## src/sv/uble_pkg.sv

```systemverilog
// Shared types and character constants for the uuencode / base64 line encoder.
package uble_pkg;

    // One unit of work passed from the front end to the back end.
    typedef struct packed {
        logic       is_end;
        logic [1:0] nbytes;
        logic [7:0] b0;
        logic [7:0] b1;
        logic [7:0] b2;
    } job_t;

    localparam logic [7:0] CHAR_NL   = 8'h0A;
    localparam logic [7:0] CHAR_PAD  = 8'h3D;
    localparam logic [7:0] CHAR_BIAS = 8'h20;

endpackage

```

## src/sv/uble_if.sv

```systemverilog
// Valid/ready channel interfaces for the encoder input and output.
interface uble_in_if;
    logic       valid;
    logic       ready;
    logic       cmd;
    logic [7:0] data_byte;

    modport source (output valid, output cmd, output data_byte, input ready);
    modport sink (input valid, input cmd, input data_byte, output ready);
endinterface

interface uble_out_if;
    logic       valid;
    logic       ready;
    logic [7:0] out_char;
    logic       last_of_run;

    modport source (output valid, output out_char, output last_of_run, input ready);
    modport sink (input valid, input out_char, input last_of_run, output ready);
endinterface

```

## src/sv/uble_front.sv

```systemverilog
// Front end: gathers input bytes into groups and issues group and end jobs.
module uble_front (
    input  logic            clk,
    input  logic            rst_n,
    uble_in_if.sink         in_ch,
    input  logic            q_full,
    output logic            push,
    output uble_pkg::job_t  push_job
);
    import uble_pkg::*;

    logic [7:0] held0_reg, held0_next;
    logic [7:0] held1_reg, held1_next;
    logic [1:0] fill_reg, fill_next;
    logic       accept;

    // A transfer is taken whenever the queue has room for a possible job.
    assign in_ch.ready = !q_full;
    assign accept      = in_ch.valid && !q_full;

    // Classify the item: hold a byte, complete a group, or end the stream.
    always_comb
    begin
        held0_next = held0_reg;
        held1_next = held1_reg;
        fill_next  = fill_reg;
        push       = 1'b0;
        push_job   = '{is_end: 1'b0, nbytes: 2'd3, b0: held0_reg, b1: held1_reg,
                       b2: in_ch.data_byte};
        if (accept)
        begin
            if (!in_ch.cmd)
            begin
                if (fill_reg < 2'd2)
                begin
                    if (fill_reg == 2'd0)
                    begin
                        held0_next = in_ch.data_byte;
                    end
                    else
                    begin
                        held1_next = in_ch.data_byte;
                    end
                    fill_next = fill_reg + 2'd1;
                end
                else
                begin
                    push       = 1'b1;
                    fill_next  = 2'd0;
                    held0_next = 8'h00;
                    held1_next = 8'h00;
                end
            end
            else
            begin
                push       = 1'b1;
                push_job   = '{is_end: 1'b1, nbytes: fill_reg, b0: held0_reg,
                               b1: held1_reg, b2: 8'h00};
                fill_next  = 2'd0;
                held0_next = 8'h00;
                held1_next = 8'h00;
            end
        end
    end

    // Group gathering state.
    always_ff @(posedge clk or negedge rst_n)
    begin
        if (!rst_n)
        begin
            held0_reg <= 8'h00;
            held1_reg <= 8'h00;
            fill_reg  <= 2'd0;
        end
        else
        begin
            held0_reg <= held0_next;
            held1_reg <= held1_next;
            fill_reg  <= fill_next;
        end
    end

endmodule

```

## src/sv/uble_queue.sv

```systemverilog
// Two-entry job queue between the front end and the back end.
module uble_queue (
    input  logic            clk,
    input  logic            rst_n,
    input  logic            push,
    input  uble_pkg::job_t  push_job,
    input  logic            pop,
    output logic            q_valid,
    output logic            q_full,
    output uble_pkg::job_t  q_job
);
    import uble_pkg::*;

    job_t       entries_reg [2];
    logic       wr_ptr_reg, wr_ptr_next;
    logic       rd_ptr_reg, rd_ptr_next;
    logic [1:0] count_reg, count_next;
    logic       do_push;
    logic       do_pop;

    assign q_valid = (count_reg != 2'd0);
    assign q_full  = (count_reg == 2'd2);
    assign q_job   = entries_reg[rd_ptr_reg];
    assign do_push = push && !q_full;
    assign do_pop  = pop && q_valid;

    // Pointer and occupancy update.
    always_comb
    begin
        wr_ptr_next = do_push ? !wr_ptr_reg : wr_ptr_reg;
        rd_ptr_next = do_pop ? !rd_ptr_reg : rd_ptr_reg;
        count_next  = count_reg;
        if (do_push && !do_pop)
        begin
            count_next = count_reg + 2'd1;
        end
        else if (do_pop && !do_push)
        begin
            count_next = count_reg - 2'd1;
        end
    end

    always_ff @(posedge clk or negedge rst_n)
    begin
        if (!rst_n)
        begin
            wr_ptr_reg <= 1'b0;
            rd_ptr_reg <= 1'b0;
            count_reg  <= 2'd0;
        end
        else
        begin
            wr_ptr_reg <= wr_ptr_next;
            rd_ptr_reg <= rd_ptr_next;
            count_reg  <= count_next;
        end
    end

    // Job storage needs no reset.
    always_ff @(posedge clk)
    begin
        if (do_push)
        begin
            entries_reg[wr_ptr_reg] <= push_job;
        end
    end

endmodule

```

## src/sv/uble_back.sv

```systemverilog
// Back end: encodes jobs, keeps line state and the line store, drives characters.
module uble_back #(
    parameter int BASE64_LINE_CHARS = 72,
    parameter int UU_LINE_CHARS     = 60
) (
    input  logic            clk,
    input  logic            rst_n,
    input  logic            mode,
    input  logic            q_valid,
    input  uble_pkg::job_t  q_job,
    output logic            pop,
    uble_out_if.source      out_ch
);
    import uble_pkg::*;

    localparam int IDX_W = $clog2(UU_LINE_CHARS);

    typedef enum logic [2:0] {
        ST_IDLE,
        ST_B64_CHAR,
        ST_B64_BRK,
        ST_END_NL,
        ST_UU_WR,
        ST_UU_LEN,
        ST_UU_DATA,
        ST_UU_NL
    } state_t;

    state_t     state_reg, state_next;
    job_t       job_reg, job_next;
    logic [1:0] idx_reg, idx_next;
    logic [6:0] b64_cnt_reg, b64_cnt_next;
    logic [5:0] uu_fill_reg, uu_fill_next;
    logic [5:0] uu_bytes_reg, uu_bytes_next;
    logic [5:0] data_idx_reg, data_idx_next;
    logic       out_valid_reg, out_valid_next;
    logic [7:0] out_char_reg, out_char_next;
    logic       out_last_reg, out_last_next;

    logic [5:0] uu_store_reg [UU_LINE_CHARS];
    logic [5:0] rd_data_reg;

    logic             mem_we;
    logic [IDX_W-1:0] mem_wa;
    logic [5:0]       mem_wd;
    logic             mem_re;
    logic [IDX_W-1:0] mem_ra;

    logic       slot_free;
    logic [5:0] sextet;
    logic [7:0] cnt4;
    logic       wr_ok;
    logic [5:0] fill_after;
    logic [5:0] nxt_idx;

    // Maps a 6-bit value to its base64 alphabet character.
    function automatic logic [7:0] b64_char(input logic [5:0] v);
        logic [7:0] w;
        w = {2'b00, v};
        if (v < 6'd26)
        begin
            return 8'h41 + w;
        end
        else if (v < 6'd52)
        begin
            return 8'h61 + w - 8'd26;
        end
        else if (v < 6'd62)
        begin
            return 8'h30 + w - 8'd52;
        end
        else if (v == 6'd62)
        begin
            return 8'h2B;
        end
        return 8'h2F;
    endfunction

    assign out_ch.valid       = out_valid_reg;
    assign out_ch.out_char    = out_char_reg;
    assign out_ch.last_of_run = out_last_reg;

    // The output register can take a new character when empty or being drained.
    assign slot_free = !out_valid_reg || out_ch.ready;

    // Split the current group into its four 6-bit values.
    always_comb
    begin
        case (idx_reg)
            2'd0:    sextet = job_reg.b0[7:2];
            2'd1:    sextet = {job_reg.b0[1:0], job_reg.b1[7:4]};
            2'd2:    sextet = {job_reg.b1[3:0], job_reg.b2[7:6]};
            default: sextet = job_reg.b2[5:0];
        endcase
    end

    assign cnt4       = {1'b0, b64_cnt_reg} + 8'd4;
    assign wr_ok      = (uu_fill_reg < 6'(UU_LINE_CHARS));
    assign fill_after = uu_fill_reg + {5'd0, wr_ok};
    assign nxt_idx    = data_idx_reg + 6'd1;

    // Job sequencer.
    always_comb
    begin
        state_next     = state_reg;
        job_next       = job_reg;
        idx_next       = idx_reg;
        b64_cnt_next   = b64_cnt_reg;
        uu_fill_next   = uu_fill_reg;
        uu_bytes_next  = uu_bytes_reg;
        data_idx_next  = data_idx_reg;
        out_valid_next = out_valid_reg && !out_ch.ready;
        out_char_next  = out_char_reg;
        out_last_next  = out_last_reg;
        pop            = 1'b0;
        mem_we         = 1'b0;
        mem_wa         = uu_fill_reg[IDX_W-1:0];
        mem_wd         = sextet;
        mem_re         = 1'b0;
        mem_ra         = '0;

        unique case (state_reg)
            ST_IDLE:
            begin
                if (q_valid)
                begin
                    pop      = 1'b1;
                    job_next = q_job;
                    idx_next = 2'd0;
                    if (mode)
                    begin
                        state_next = (q_job.nbytes == 2'd0) ? ST_END_NL : ST_B64_CHAR;
                    end
                    else
                    begin
                        state_next = (q_job.nbytes == 2'd0) ? ST_UU_LEN : ST_UU_WR;
                    end
                end
            end

            ST_B64_CHAR:
            begin
                if (slot_free)
                begin
                    out_valid_next = 1'b1;
                    out_last_next  = 1'b0;
                    if ({1'b0, job_reg.nbytes} < {1'b0, idx_reg})
                    begin
                        out_char_next = CHAR_PAD;
                    end
                    else
                    begin
                        out_char_next = b64_char(sextet);
                    end
                    if (idx_reg == 2'd3)
                    begin
                        if ((cnt4 + 8'd3) >= 8'(BASE64_LINE_CHARS))
                        begin
                            b64_cnt_next = 7'd0;
                            state_next   = ST_B64_BRK;
                        end
                        else
                        begin
                            b64_cnt_next = cnt4[6:0];
                            if (job_reg.is_end)
                            begin
                                state_next = ST_END_NL;
                            end
                            else
                            begin
                                out_last_next = 1'b1;
                                state_next    = ST_IDLE;
                            end
                        end
                    end
                    else
                    begin
                        idx_next = idx_reg + 2'd1;
                    end
                end
            end

            ST_B64_BRK:
            begin
                if (slot_free)
                begin
                    out_valid_next = 1'b1;
                    out_char_next  = CHAR_NL;
                    out_last_next  = !job_reg.is_end;
                    state_next     = job_reg.is_end ? ST_END_NL : ST_IDLE;
                end
            end

            ST_END_NL:
            begin
                if (slot_free)
                begin
                    out_valid_next = 1'b1;
                    out_char_next  = CHAR_NL;
                    out_last_next  = 1'b1;
                    b64_cnt_next   = 7'd0;
                    uu_fill_next   = 6'd0;
                    uu_bytes_next  = 6'd0;
                    state_next     = ST_IDLE;
                end
            end

            ST_UU_WR:
            begin
                // One line store write per cycle; a full store drops the value.
                mem_we       = wr_ok;
                uu_fill_next = fill_after;
                if (idx_reg == job_reg.nbytes)
                begin
                    uu_bytes_next = uu_bytes_reg + {4'd0, job_reg.nbytes};
                    if (job_reg.is_end)
                    begin
                        state_next = ST_UU_LEN;
                    end
                    else if (({1'b0, fill_after} + 7'd3) >= 7'(UU_LINE_CHARS))
                    begin
                        state_next = ST_UU_LEN;
                    end
                    else
                    begin
                        state_next = ST_IDLE;
                    end
                end
                else
                begin
                    idx_next = idx_reg + 2'd1;
                end
            end

            ST_UU_LEN:
            begin
                if (slot_free)
                begin
                    out_valid_next = 1'b1;
                    out_char_next  = {2'b00, uu_bytes_reg} + CHAR_BIAS;
                    out_last_next  = 1'b0;
                    data_idx_next  = 6'd0;
                    if (uu_fill_reg != 6'd0)
                    begin
                        mem_re     = 1'b1;
                        state_next = ST_UU_DATA;
                    end
                    else
                    begin
                        state_next = ST_UU_NL;
                    end
                end
            end

            ST_UU_DATA:
            begin
                if (slot_free)
                begin
                    out_valid_next = 1'b1;
                    out_char_next  = {2'b00, rd_data_reg} + CHAR_BIAS;
                    out_last_next  = 1'b0;
                    if (nxt_idx < uu_fill_reg)
                    begin
                        mem_re        = 1'b1;
                        mem_ra        = nxt_idx[IDX_W-1:0];
                        data_idx_next = nxt_idx;
                    end
                    else
                    begin
                        state_next = ST_UU_NL;
                    end
                end
            end

            ST_UU_NL:
            begin
                if (slot_free)
                begin
                    out_valid_next = 1'b1;
                    out_char_next  = CHAR_NL;
                    out_last_next  = 1'b1;
                    uu_fill_next   = 6'd0;
                    uu_bytes_next  = 6'd0;
                    if (job_reg.is_end)
                    begin
                        b64_cnt_next = 7'd0;
                    end
                    state_next = ST_IDLE;
                end
            end

            default:
            begin
                state_next = ST_IDLE;
            end
        endcase
    end

    // State, counters and the output register.
    always_ff @(posedge clk or negedge rst_n)
    begin
        if (!rst_n)
        begin
            state_reg     <= ST_IDLE;
            idx_reg       <= 2'd0;
            b64_cnt_reg   <= 7'd0;
            uu_fill_reg   <= 6'd0;
            uu_bytes_reg  <= 6'd0;
            data_idx_reg  <= 6'd0;
            out_valid_reg <= 1'b0;
            out_last_reg  <= 1'b0;
        end
        else
        begin
            state_reg     <= state_next;
            idx_reg       <= idx_next;
            b64_cnt_reg   <= b64_cnt_next;
            uu_fill_reg   <= uu_fill_next;
            uu_bytes_reg  <= uu_bytes_next;
            data_idx_reg  <= data_idx_next;
            out_valid_reg <= out_valid_next;
            out_last_reg  <= out_last_next;
        end
    end

    // Payload registers without reset.
    always_ff @(posedge clk)
    begin
        job_reg      <= job_next;
        out_char_reg <= out_char_next;
    end

    // Line store with one write port and a registered read port.
    always_ff @(posedge clk)
    begin
        if (mem_we)
        begin
            uu_store_reg[mem_wa] <= mem_wd;
        end
        if (mem_re)
        begin
            rd_data_reg <= uu_store_reg[mem_ra];
        end
    end

endmodule

```

## src/sv/uuencode_base64_line_encoder.sv

```systemverilog
// Top level of the streaming uuencode / base64 line encoder.
//
// Input channel in_ch carries one item per transfer: cmd 0 with a raw
// data_byte, or cmd 1 to end the stream and flush the partial group and line.
// Output channel out_ch carries one ASCII character per transfer, with
// last_of_run marking the final character caused by an input item.
// cfg_wr_en/cfg_wr_data set the encoding mode (0 uuencode, 1 base64); write it
// only while the encoder is idle.
// The front end takes one transfer per cycle while its two-entry job queue has
// room. The back end takes a new job only while idle and emits at most one
// character per cycle into an output register while it is free: four per group
// in base64 (five with a line break); in uuencode a group makes 2 to 4 line store
// writes, and a full line gives a length character, fill data characters and a newline.
// The first character of a group follows the completing byte through the job
// queue, the job register and the output register. When the receiver stalls,
// the output register holds, the back end waits, and the queue fills until
// in_ch.ready drops.
// Reset clears the mode to uuencode, all counters and the queue; the line store
// needs no clearing since only entries of the current line are read.
module uuencode_base64_line_encoder #(
    parameter int BASE64_LINE_CHARS = 72,
    parameter int UU_LINE_CHARS     = 60
) (
    input  logic        clk,
    input  logic        rst_n,
    input  logic        cfg_wr_en,
    input  logic        cfg_wr_data,
    uble_in_if.sink     in_ch,
    uble_out_if.source  out_ch
);
    import uble_pkg::*;

    logic mode_reg;
    logic push;
    job_t push_job;
    logic pop;
    logic q_valid;
    logic q_full;
    job_t q_job;

    // Encoding mode register.
    always_ff @(posedge clk or negedge rst_n)
    begin
        if (!rst_n)
        begin
            mode_reg <= 1'b0;
        end
        else if (cfg_wr_en)
        begin
            mode_reg <= cfg_wr_data;
        end
    end

    uble_front u_front (
        .clk      (clk),
        .rst_n    (rst_n),
        .in_ch    (in_ch),
        .q_full   (q_full),
        .push     (push),
        .push_job (push_job)
    );

    uble_queue u_queue (
        .clk      (clk),
        .rst_n    (rst_n),
        .push     (push),
        .push_job (push_job),
        .pop      (pop),
        .q_valid  (q_valid),
        .q_full   (q_full),
        .q_job    (q_job)
    );

    uble_back #(
        .BASE64_LINE_CHARS (BASE64_LINE_CHARS),
        .UU_LINE_CHARS     (UU_LINE_CHARS)
    ) u_back (
        .clk     (clk),
        .rst_n   (rst_n),
        .mode    (mode_reg),
        .q_valid (q_valid),
        .q_job   (q_job),
        .pop     (pop),
        .out_ch  (out_ch)
    );

endmodule
```

## src/flat_wrapper.sv

```systemverilog
// flat-port wrapper written by rule: the top's interface ports become plain ports
module uuencode_base64_line_encoder_flat import uble_pkg::*;
#(
    parameter int BASE64_LINE_CHARS = 72,
    parameter int UU_LINE_CHARS     = 60
)
  (clk, rst_n, cfg_wr_en, cfg_wr_data, in_ch_valid, in_ch_cmd, in_ch_data_byte, in_ch_ready, out_ch_valid, out_ch_out_char, out_ch_last_of_run, out_ch_ready);
  uble_in_if in_ch_i ();
  uble_out_if out_ch_i ();
  input  logic clk;
  input  logic rst_n;
  input  logic cfg_wr_en;
  input  logic cfg_wr_data;
  input wire logic [$bits(in_ch_i.valid)-1:0] in_ch_valid;
  input wire logic [$bits(in_ch_i.cmd)-1:0] in_ch_cmd;
  input wire logic [$bits(in_ch_i.data_byte)-1:0] in_ch_data_byte;
  output wire logic [$bits(in_ch_i.ready)-1:0] in_ch_ready;
  output wire logic [$bits(out_ch_i.valid)-1:0] out_ch_valid;
  output wire logic [$bits(out_ch_i.out_char)-1:0] out_ch_out_char;
  output wire logic [$bits(out_ch_i.last_of_run)-1:0] out_ch_last_of_run;
  input wire logic [$bits(out_ch_i.ready)-1:0] out_ch_ready;
  assign in_ch_i.valid = in_ch_valid;
  assign in_ch_i.cmd = in_ch_cmd;
  assign in_ch_i.data_byte = in_ch_data_byte;
  assign in_ch_ready = in_ch_i.ready;
  assign out_ch_valid = out_ch_i.valid;
  assign out_ch_out_char = out_ch_i.out_char;
  assign out_ch_last_of_run = out_ch_i.last_of_run;
  assign out_ch_i.ready = out_ch_ready;
  uuencode_base64_line_encoder #(.BASE64_LINE_CHARS(BASE64_LINE_CHARS), .UU_LINE_CHARS(UU_LINE_CHARS)) u_core (.clk(clk), .rst_n(rst_n), .cfg_wr_en(cfg_wr_en), .cfg_wr_data(cfg_wr_data), .in_ch(in_ch_i), .out_ch(out_ch_i));
endmodule
```

## config.mk

```make
export PLATFORM = sky130hd
export DESIGN_NAME = uuencode_base64_line_encoder_flat
export DESIGN_NICKNAME = d
export VERILOG_FILES = /design/src/sv/uble_pkg.sv /design/src/sv/uble_if.sv /design/src/sv/uble_front.sv /design/src/sv/uble_queue.sv /design/src/sv/uble_back.sv /design/src/sv/uuencode_base64_line_encoder.sv /design/src/flat_wrapper.sv
export SDC_FILE = /design/constraint.sdc
export NUM_CORES = 1
export LEC_CHECK = 0
export BUFFER_PORTS_ARGS = -buffer_cell sky130_fd_sc_hd__buf_2
export CAP_MARGIN = 20
export CORE_MARGIN = 2
export CORE_UTILIZATION = 31
export CTS_BUF_LIST = sky130_fd_sc_hd__clkbuf_16
export DETAILED_ROUTE_END_ITERATION = 16
export PLACE_DENSITY = 0.48
export SLEW_MARGIN = 30
export SYNTH_ARGS = -nofsm -noshare
export SYNTH_HDL_FRONTEND = slang
export SYNTH_SLANG_ARGS = --single-unit
```

## constraint.sdc

```tcl
create_clock -name clk -period 5.4 [get_ports clk]
set_input_delay 1.35 -clock clk [delete_from_list [all_inputs] [get_ports clk]]
set_output_delay 1.35 -clock clk [all_outputs]
set_load 0.01 [all_outputs]
```

==> summary.txt <==
Sequential power share - 0.443
Post-synth EDFFs - 455
Period utilisation layout - 0.8533
Finished Cell Area - 24,290 sq um
Post-synth top flop - edfxtp_1
RSZ-0062 raised after global routing - false
Area grow syn2layout - 14.24%
Worst min-delay path category - flip-flop to flip-flop
Power share of the combinational group - 0.287
Share of synthesized registers carrying an async set or reset - 0.1043
Most frequent cells in the layout - edfxtp_1, nand2_1, nor2_1
Worst slew pin tran - 965.5 ps
Initial Utilization - 0.3116
Via density - 5.533
Clock insertion delay at the later pin of the skew report - 620 ps
Pwr Total - 12.96 mW
Dpl cell area - 22,650 sq um
Clock skew - 60.02 ps
Clk root buf - clkbuf_16
Synthesized area per cell - 13.48 sq um
Global route overflow - 0
Die Area - 70,700 sq um
Register bit count reported by yosys - 508
Seq/Total Area, Yosys - 0.7050
Count of cell types in the netlist - 80
First-pass GRT wire length - 97.84 mm
Headroom to the max-slew limit - 0.3564
Hold Vio Cnt, Final - 0
Chip Width - 265.9 microns
Mapped cell area - 21,260 sq um
Max-Cap Viols - 0
Hold Buf Count CTS - 0
Avg WL per Cell - 26.12 microns
CTS resizes - 0
Overall routed net length - 66.73 mm
Worst setup path class - flip-flop to flip-flop
Most common cell after layout, fill and taps aside - edfxtp_1
Post-detail-place hpwl - 43.59 mm
Via count - 14,140
Port buffer count - 25
CTS Buffer Depth - 3
Leakage - 8.247 nW
Vias in the first global route - 14,010
CTS Sinks - 508
CTS tree - done
Total CTS buffers - 53
Sw Share - 0.3500
Crit start category - flip-flop
Final min period - 4608 ps
Mapped Nets - 1,618
Top Ports - 26
Critical Path RT - 5870 ps
Initial antenna violation count - 2
Worst EP arrival - 5080 ps
# rows - 96
Antenna cells - 0
Clock transition at the registers of the reported paths - 60 ps
Nets - 1,677
Post-CTS setup buffers - 0
H-tree depth - 2
Fin. max-slew vios - 0
Worst hold slack - 477.0 ps
CP max FO - 13
Core area - 68,230 sq um
TritonRoute pass-1 iters - 6
Max frequency - 217.0 MHz
DRC Markers - 0
Outcome - finished, final reports clean
Nature of the critical path endpoint - flip-flop
Synth Instances - 1,577
Yosys warnings - 0
Max reg flops - 360
ANT nets after route - 0
Switch Pwr - 4.538 mW
P_int - 8.427 mW
Die Span Y - 265.9 microns
Setup TNS - 0 ps
Largest net degree at the start of global routing - 65
Final setup viols - 0
PwrDens - 533.8 nW/um^2
Clock power frac - 0.269
DR iter-0 viols - 1,743
Placer Congestion - 0.8755
VDD IR max - 0.5848 mV
Layout cells sized above 1 - 0.1321
Total track usage - 0.1882
## metrics by stage
stage | worst slack, ps | utilization | std cells
floorplan | 996.5 | - | 1577
global placement | 792.9 | 0.3319 | 2463
detailed placement | 739.8 | 0.3319 | 2463
CTS | 796.5 | 0.3560 | 2555
global route | 479.1 | 0.3560 | 2555
finish | 792.2 | 0.3560 | 2555
## final timing paths
kind                                                endpoint                          start  slack (ps)  depth (start not counted)
max                             u_core.u_back.rd_data_reg[0]  u_core.u_back.data_idx_reg[0]         790                         15
min                        u_core.u_queue.entries_reg[1][16]    u_core.u_front.held0_reg[0]         480                          0
max reg2reg                     u_core.u_back.rd_data_reg[0]  u_core.u_back.data_idx_reg[0]         790                         15
min reg2reg                u_core.u_queue.entries_reg[1][16]    u_core.u_front.held0_reg[0]         480                          0
max in group asynchronous      u_core.u_back.data_idx_reg[5]                          rst_n        4010                          2
min in group asynchronous        u_core.u_front.held1_reg[2]                          rst_n         880                          2
## cell type report
cell class | count | area [sq um]
Tap cell | 882 | 1104
Timing Repair Buffer | 79 | 555.5
Inverter | 32 | 120.1
Multi-Input combinational cell | 962 | 5878
Clock inverter | 37 | 265.3
Clock buffer | 55 | 1376
Sequential cell | 508 | 14990
Fill cell | 6579 | 43940
## synthesized netlist by cell type (5+ instances only)
library cell,number,share of area
edfxtp_1,455,0.64
nand2_1,185,0.033
nor2_1,156,0.028
nand3_1,69,0.016
o21ai_0,55,0.013
dfrtp_1,53,0.062
a21oi_1,47,0.011
clkbuf_1,44,0.0078
mux2_2,35,0.019
inv_1,31,0.0055
a31oi_1,29,0.0085
o221ai_1,29,0.012
o22ai_1,29,0.0085
nor3_1,26,0.0061
ha_1,25,0.015
a22o_1,24,0.0099
buf_2,23,0.0054
o211ai_1,18,0.0064
or3_1,17,0.0050
and3_1,15,0.0044
mux2i_1,15,0.0071
nand4_1,15,0.0044
and2_1,11,0.0032
nor4_1,11,0.0032
nor2b_1,9,0.0026
xnor2_1,9,0.0037
nand2b_1,8,0.0024
a211oi_1,7,0.0025
or4_1,7,0.0025
xor2_1,7,0.0029
a2111oi_0,6,0.0025
a21o_1,6,0.0021
o311ai_0,6,0.0025
o31ai_1,6,0.0021
a221oi_1,5,0.0021
a22oi_1,5,0.0018
buf_1,5,0.00088
o2111ai_1,5,0.0021
## cells by family (layout without fill, tap and decap cells)
| family | count (synthesis) | after routing | share of synthesized area |
|---|---|---|---|
| xor gates and xnor gates | 16 | 16 | 0.006591 |
| DFF | 508 | 508 | 0.7050 |
| AOI/OAI and AO/OA | 321 | 321 | 0.1056 |
| buffers and inverters | 107 | 203 | 0.02077 |
| muxes | 51 | 51 | 0.02666 |
| and+or+nand+nor | 548 | 548 | 0.1198 |
| adders and majority gates | 26 | 26 | 0.01565 |
## worst max-delay path, cell delays in order, from the launching register on
cell and delay (ps):
dfrtp_1 480, and3_1 260, nand3_1 110, xor2_1 270, inv_1 140, ha_1 360, a21oi_1 190, o21ai_1 330
nor3_4 650, buf_4 350, buf_4 210, a21oi_1 80, a221o_1 320, a31oi_1 400, o311ai_0 180, nand4_1 130
## per-layer routing
metal / GRT usage / up-vias / share of wire
met2: 0.3000 / 660 / 0.46
met1: 0.2599 / 7166 / 0.42
met3: 0.03512 / 134 / 0.083
li1: - / 6176 / -
met5: 0 / - / 0.00018
met4: 0.05998 / 2 / 0.032
## power groups by stage
stage          Clock, mW  Combinational, mW  Sequential [mW]
2_1_floorplan          0               2.25             5.75
3_3_place_gp           0               3.68             5.81
3_5_place_dp           0               3.71             5.83
4_1_cts             3.55               3.73             5.75
5_1_grt             3.72               4.06             5.79
6_report            3.49               3.73             5.75
Note: power is estimated with default switching activity, not from simulation.
